===== src/rtl/core/adaptive_timestep_select_assert.svh =====
// Assertion macros shared by the time step selector files.
`ifndef ADAPTIVE_TIMESTEP_SELECT_ASSERT_SVH
`define ADAPTIVE_TIMESTEP_SELECT_ASSERT_SVH

// Consequent must hold in the same cycle as the antecedent.
`define ATSS_ASSERT_SAME(label, clk, rstn, ante, cons) \
    label: assert property (@(posedge clk) disable iff (!rstn) (ante) |-> (cons)) \
        else $error("atss: same-cycle check failed");

// Consequent must hold in the cycle after the antecedent.
`define ATSS_ASSERT_NEXT(label, clk, rstn, ante, cons) \
    label: assert property (@(posedge clk) disable iff (!rstn) (ante) |=> (cons)) \
        else $error("atss: next-cycle check failed");

`endif


===== src/rtl/core/atss_pkg.sv =====
package atss_pkg;

    // Particle types and reported results
    localparam int NUM_TYPES   = 2;
    localparam int NUM_RES     = (NUM_TYPES < 2) ? NUM_TYPES : 2;
    localparam int STORE_TYPES = 2;
    localparam int TYPE_W      = 1;

    // Datapath widths
    localparam int VAL_W   = 32;
    localparam int FRAC_W  = 16;
    localparam int PROD_W  = 64;
    localparam int WIDE_W  = 128;
    localparam int QUOT_W  = 32;
    localparam int CNT_W   = 5;
    localparam int ALARM_W = 46;

    // Configuration port
    localparam int ADDR_W    = 5;
    localparam int REG_IDX_W = 3;

    localparam logic [REG_IDX_W-1:0] REG_MOVE_LIMIT   = 3'd0;
    localparam logic [REG_IDX_W-1:0] REG_ENERGY_LIMIT = 3'd1;
    localparam logic [REG_IDX_W-1:0] REG_FORCE_UNIT   = 3'd2;
    localparam logic [REG_IDX_W-1:0] REG_DT_MAX       = 3'd3;
    localparam logic [REG_IDX_W-1:0] REG_VEL_UNIT_A   = 3'd4;
    localparam logic [REG_IDX_W-1:0] REG_VEL_UNIT_B   = 3'd5;
    localparam logic [REG_IDX_W-1:0] REG_TIME_UNIT_A  = 3'd6;
    localparam logic [REG_IDX_W-1:0] REG_TIME_UNIT_B  = 3'd7;

    localparam logic [VAL_W-1:0] ONE_Q16    = 32'h0001_0000;
    localparam logic [VAL_W-1:0] DT_MAX_RST = 32'hFFFF_FFFF;

    // Growth cap of 1.1 as x + floor(x/10); the tenth is taken as
    // (x * CAP_RECIP) >> CAP_SHIFT, exact for every 32-bit x
    localparam logic [VAL_W-1:0] CAP_RECIP = 32'hCCCC_CCCD;
    localparam int               CAP_SHIFT = 35;

    // Alarm threshold of 1.1001 as an integer ratio
    localparam logic [VAL_W-1:0] ALARM_SCALED_MUL = 32'd10000;
    localparam logic [VAL_W-1:0] ALARM_PREV_MUL   = 32'd11001;

    // Sideband bit positions
    localparam int SU_IS_NEW   = 0;
    localparam int SU_VEL_TYPE = 1;
    localparam int SU_ACC_TYPE = 2;
    localparam int MU_TYPE     = 0;
    localparam int MU_COLL     = 1;
    localparam int MU_ALARM    = 2;

    // Divider status seen by the sequencer
    typedef struct packed {
        logic busy;
        logic done;
    } div_stat_t;

endpackage


===== src/rtl/core/atss_divider.sv =====
`include "adaptive_timestep_select_assert.svh"

module atss_divider import atss_pkg::*; (
    input  logic              aclk,
    input  logic              aresetn,
    input  logic              div_start,
    input  logic [WIDE_W-1:0] div_num,
    input  logic [WIDE_W-1:0] div_den,
    output logic [QUOT_W-1:0] div_quot,
    output div_stat_t         div_stat
);

    typedef enum logic [2:0] {
        D_IDLE  = 3'b001,
        D_CHECK = 3'b010,
        D_RUN   = 3'b100
    } dstate_t;

    dstate_t             dstate_reg, dstate_next;
    logic [WIDE_W-1:0]   rem_reg, rem_next;
    logic [WIDE_W-1:0]   den_reg, den_next;
    logic [QUOT_W-1:0]   lo_reg, lo_next;
    logic [QUOT_W-1:0]   quot_reg, quot_next;
    logic [CNT_W-1:0]    cnt_reg, cnt_next;
    logic                done_reg, done_next;

    logic [WIDE_W:0]     trial;
    logic [WIDE_W:0]     trial_diff;
    logic                trial_ge;

    // One restoring step: bring down the next numerator bit
    assign trial      = {rem_reg, lo_reg[QUOT_W-1]};
    assign trial_ge   = trial >= {1'b0, den_reg};
    assign trial_diff = trial - {1'b0, den_reg};

    // Sequence the check and the quotient bits
    always_comb begin
        dstate_next = dstate_reg;
        rem_next    = rem_reg;
        den_next    = den_reg;
        lo_next     = lo_reg;
        quot_next   = quot_reg;
        cnt_next    = cnt_reg;
        done_next   = 1'b0;
        case (dstate_reg)
            D_IDLE: begin
                if (div_start) begin
                    rem_next    = {{QUOT_W{1'b0}}, div_num[WIDE_W-1:QUOT_W]};
                    lo_next     = div_num[QUOT_W-1:0];
                    den_next    = div_den;
                    dstate_next = D_CHECK;
                end
            end
            D_CHECK: begin
                // Saturate when the quotient cannot fit, zero divisor included
                if (rem_reg >= den_reg) begin
                    quot_next   = '1;
                    done_next   = 1'b1;
                    dstate_next = D_IDLE;
                end else begin
                    quot_next   = '0;
                    cnt_next    = CNT_W'(QUOT_W - 1);
                    dstate_next = D_RUN;
                end
            end
            D_RUN: begin
                rem_next  = trial_ge ? trial_diff[WIDE_W-1:0] : trial[WIDE_W-1:0];
                lo_next   = {lo_reg[QUOT_W-2:0], 1'b0};
                quot_next = {quot_reg[QUOT_W-2:0], trial_ge};
                cnt_next  = cnt_reg - 1'b1;
                if (cnt_reg == '0) begin
                    done_next   = 1'b1;
                    dstate_next = D_IDLE;
                end
            end
            default: begin
                dstate_next = D_IDLE;
            end
        endcase
    end

    // Control state
    always_ff @(posedge aclk) begin
        if (!aresetn) begin
            dstate_reg <= D_IDLE;
            done_reg   <= 1'b0;
        end else begin
            dstate_reg <= dstate_next;
            done_reg   <= done_next;
        end
    end

    // Datapath
    always_ff @(posedge aclk) begin
        rem_reg  <= rem_next;
        den_reg  <= den_next;
        lo_reg   <= lo_next;
        quot_reg <= quot_next;
        cnt_reg  <= cnt_next;
    end

    assign div_quot      = quot_reg;
    assign div_stat.busy = dstate_reg != D_IDLE;
    assign div_stat.done = done_reg;

    `ATSS_ASSERT_SAME(a_start_idle, aclk, aresetn, div_start, dstate_reg == D_IDLE)
    `ATSS_ASSERT_SAME(a_rem_below_den, aclk, aresetn, dstate_reg == D_RUN, rem_reg < den_reg)
    `ATSS_ASSERT_SAME(a_done_idle, aclk, aresetn, done_reg, dstate_reg == D_IDLE)

endmodule


===== config.mk =====
export PLATFORM = sky130hd
export DESIGN_NAME = atss_divider
export DESIGN_NICKNAME = d
export VERILOG_FILES = /design/src/rtl/core/atss_pkg.sv /design/src/rtl/core/atss_divider.sv
export VERILOG_INCLUDE_DIRS = /design/src /design/src/rtl/core
export SDC_FILE = /design/constraint.sdc
export NUM_CORES = 1
export LEC_CHECK = 0
export BUFFER_PORTS_ARGS = -buffer_cell sky130_fd_sc_hd__buf_2
export CORE_MARGIN = 3
export CORE_UTILIZATION = 55
export CTS_CLUSTER_DIAMETER = 150
export CTS_CLUSTER_SIZE = 16
export DETAILED_ROUTE_END_ITERATION = 8
export GPL_TIMING_DRIVEN = 0
export PLACE_DENSITY = 0.74
export SETUP_SLACK_MARGIN = 0.5
export SLEW_MARGIN = 20
export SYNTH_ARGS = -nofsm -noshare
export SYNTH_HDL_FRONTEND = slang
export SYNTH_SLANG_ARGS = --single-unit

===== constraint.sdc =====
create_clock -name aclk -period 7.54 [get_ports aclk]
set_input_delay 0.754 -clock aclk [delete_from_list [all_inputs] [get_ports aclk]]
set_output_delay 0.754 -clock aclk [all_outputs]
set_load 0.01 [all_outputs]

==> parameters.txt <==
Parameter                              Value

Run status
  Result of the run    finished, final reports clean

Final layout
  Leading cell types in the layout, fill and taps excluded    364 x sky130_fd_sc_hd__nand2_1, 325 x sky130_fd_sc_hd__edfxtp_1, 313 x sky130_fd_sc_hd__a21oi_1
  Most common cell after layout, fill and taps aside    sky130_fd_sc_hd__nand2_1
  Proportion of layout cells with a drive suffix above 1    0.114
  Post-route design area    ~29,000 um^2
  Area growth from synthesis to final layout    12.1%
  Net count reported at finish    3,762

STA
  Pins Over Slew Limit    0
  Max-slew headroom    0.175
  Post-layout min period    between 5000 and 6000 ps
  Unrepaired setup endpoints after global routing    no
  Slew @ Worst Pin    between 1000 and 1500 ps
  Ratio of final minimum period to clock period    0.752
  Fmax    ~180 MHz
  Final Hold Viols    0
  Worst clock skew    48.6 ps
  Min Hold Slack    306 ps
  Number of setup violations in the final report    0

Logic synthesis
  Count of flip-flops with a built-in enable after synthesis    325
  Mapped Cells    2,921
  Area of the mapped netlist    roughly 26,000 um^2
  YS warnings    0
  Synth Flop Type    sky130_fd_sc_hd__edfxtp_1
  Share of flip-flops with an asynchronous set or reset    0
  Average cell area after synthesis    8.73 um^2
  Share of the yosys chip area belonging to registers    0.386
  Synth Register Bits    329
  Number of distinct library cell variants in the gate-level netlist after synthesis    75
  Net count after synthesis    3,438

Routing
  Number of remaining DRC errors    0
  WL per Instance    approximately 23 um
  Drt first-iter violations    2,416
  DR vias    24,300
  Final Routed Wirelength    89,400 um
  Via density per instance    around 6.3
  Total iterations of the first detailed-routing run    6
  Count of nets left with antenna violations after detail routing    0

Critical path
  Critical Path Sink Type    flop
  Path type of the worst setup path    reg2reg
  CP max FO    7
  Crit path required time    roughly 8000 ps
  Signal arrival time at the worst endpoint    6010 ps
  Kind of start point of the critical path    flop

Placed design
  # port buffers    292
  Final weighted congestion in routability-driven placement    between 1 and 1.5
  Hpwl dp    71,500 um
  Post-Place Cell Area    between 20,000 and 30,000 um^2

Die
  Area of the die    ~49,000 um^2
  Floorplan die width    221 um
  Die Y    221 um
  Placement Rows    78
  Core Footprint    45,600 um^2
  Ports    293
  Initial core utilization    0.560

Clock network
  Cell at the root of the clock tree    sky130_fd_sc_hd__clkbuf_16
  # H-tree levels    1
  Number of resized instances in the post-cts repair step    0
  Sinks on the clock net    329
  Post-CTS repair timing setup buffer count    0
  Number of buffers inserted during clock tree synthesis    24
  Post-CTS clock slew at the launch and capture registers of the worst setup and hold paths    90 ps
  # hold bufs at CTS    0
  TritonCTS clock tree    yes
  Longest Clk Path Bufs    3
  Skew-Pair Late Insertion Delay    620 ps

Flow run
  Max capacitance violation total    0

GRT
  Number of global-route vias before repair    23,900
  Number of antenna violations at the first check in global routing    7
  Largest net degree at the start of global routing    50
  Wire length of the first global-routing pass    136,000 um
  Global-route congestion overflow total    0
  Total global-route track usage    0.350

Hold path
  Path class of the lowest-slack min-delay path    in2reg

Power and ir drop
  Static power due to leakage    between 10 and 15 nW
  Power after layout    0.00558 W
  Power density relative to cell area    between 150 and 200 nW/um^2
  Peak supply drop    0.237 mV
## through the flow
step | util | std cells | worst slack, ps | TNS (ps)
finish | 0.627 | 3858 | 1870 | 0
global route | 0.627 | 3856 | 1820 | 0
CTS | 0.627 | 3856 | 1980 | 0
detailed placement | 0.612 | 3819 | 2040 | 0
global placement | 0.608 | 3813 | -1250 | -194610
floorplan | - | 2921 | 1090 | 0
## power breakdown
| part | internal, W | total (W) | switching (W) |
|---|---|---|---|
| Clock | 0.000594 | 0.00127 | 0.000673 |
| Combinational | 0.000723 | 0.00205 | 0.00133 |
| Sequential | 0.00219 | 0.00227 | 0.0000814 |
| Total | 0.00350 | 0.00558 | 0.00208 |
## cell type report
class                           instances  area [um^2]
Multi-Input combinational cell       2251        14400
Fill cell                            3878        17000
Tap cell                              600          751
Inverter                              192          721
Timing Repair Buffer                  298         1610
Sequential cell                       329         9840
Antenna cell                            2         5.00
Clock buffer                           35          642
Clock inverter                          2         38.8
Buffer                                149          618
## cell usage after synthesis (5+ instances only)
cell type	count	area [um^2]
sky130_fd_sc_hd__o221ai_1	5	43.8
sky130_fd_sc_hd__nor2_1	264	991
sky130_fd_sc_hd__o211ai_1	14	105
sky130_fd_sc_hd__clkbuf_1	127	477
sky130_fd_sc_hd__nand3b_1	6	45.0
sky130_fd_sc_hd__o21bai_1	46	345
sky130_fd_sc_hd__a31oi_1	19	119
sky130_fd_sc_hd__o21a_1	27	203
sky130_fd_sc_hd__nand2b_1	16	100
sky130_fd_sc_hd__nor4_1	10	62.6
sky130_fd_sc_hd__o41ai_1	7	61.3
sky130_fd_sc_hd__a211oi_1	9	67.6
sky130_fd_sc_hd__xnor2_1	57	499
sky130_fd_sc_hd__mux2i_1	22	220
sky130_fd_sc_hd__buf_4	5	37.5
sky130_fd_sc_hd__o21ai_0	228	1140
sky130_fd_sc_hd__nor2b_1	14	87.6
sky130_fd_sc_hd__o31a_1	7	61.3
sky130_fd_sc_hd__nand4_1	108	676
sky130_fd_sc_hd__or4_1	5	37.5
sky130_fd_sc_hd__a21oi_1	314	1570
sky130_fd_sc_hd__buf_2	11	55.1
sky130_fd_sc_hd__a221oi_1	8	70.1
sky130_fd_sc_hd__nand2_1	364	1370
sky130_fd_sc_hd__nand3_1	54	270
sky130_fd_sc_hd__a211o_1	6	52.6
sky130_fd_sc_hd__o31ai_1	15	113
sky130_fd_sc_hd__and3_1	15	93.8
sky130_fd_sc_hd__nor3_1	42	210
sky130_fd_sc_hd__edfxtp_1	325	9760
sky130_fd_sc_hd__a311oi_1	5	43.8
sky130_fd_sc_hd__inv_1	191	717
sky130_fd_sc_hd__xor2_1	55	482
sky130_fd_sc_hd__a21o_1	132	991
sky130_fd_sc_hd__a21boi_0	17	128
sky130_fd_sc_hd__ha_1	257	3220
sky130_fd_sc_hd__and2_1	14	87.6
sky130_fd_sc_hd__or2_2	7	43.8
sky130_fd_sc_hd__nor3b_1	9	67.6
sky130_fd_sc_hd__or3_1	7	43.8
## critical path, cell delays in order, from the launching register on
cell,delay [ps]
sky130_fd_sc_hd__edfxtp_1,440
sky130_fd_sc_hd__ha_1,320
sky130_fd_sc_hd__clkbuf_1,180
sky130_fd_sc_hd__a21oi_1,370
sky130_fd_sc_hd__o22ai_1,140
sky130_fd_sc_hd__a21oi_1,250
sky130_fd_sc_hd__a2111oi_1,230
sky130_fd_sc_hd__nor3_1,950
sky130_fd_sc_hd__o21ai_0,440
sky130_fd_sc_hd__a2111oi_0,1110
sky130_fd_sc_hd__nor2_1,290
sky130_fd_sc_hd__a221oi_1,440
sky130_fd_sc_hd__or4_1,170
sky130_fd_sc_hd__nand3_1,60
## worst paths after layout
check	start	end	slack (ps)	cells past startpoint
worst max-delay path	rem_reg[6]$_DFFE_PP_	rem_reg[126]$_SDFFCE_PN0P_	1870	13
worst max register to register	rem_reg[6]$_DFFE_PP_	rem_reg[126]$_SDFFCE_PN0P_	1870	13
worst min-delay path	div_den[82]	den_reg[82]$_DFFE_PP_	310	1
worst min register to register	lo_reg[26]$_DFFE_PP_	lo_reg[27]$_DFFE_PP_	520	2
## routing by layer
layer,vias to the layer above,wire length [um],GRT usage
li1,11300,-,-
met1,11600,36600,0.464
met2,1200,40900,0.574
met3,213,8200,0.0650
met4,12,3560,0.128
met5,-,79,0
## kinds of logic (layout without fill, tap and decap cells)
group / Yosys count / in the layout / share of synthesized area
flops: 329 / 329 / 0.386
mux: 22 / 22 / 0.00863
simple gates: 949 / 949 / 0.169
xor+xnor: 112 / 112 / 0.0384
compound gates: 910 / 910 / 0.219
other cells: 0 / 2 / 0
buf+inv: 341 / 676 / 0.0523
fa+ha+maj: 258 / 258 / 0.127
(Power assumes the default switching activity.)
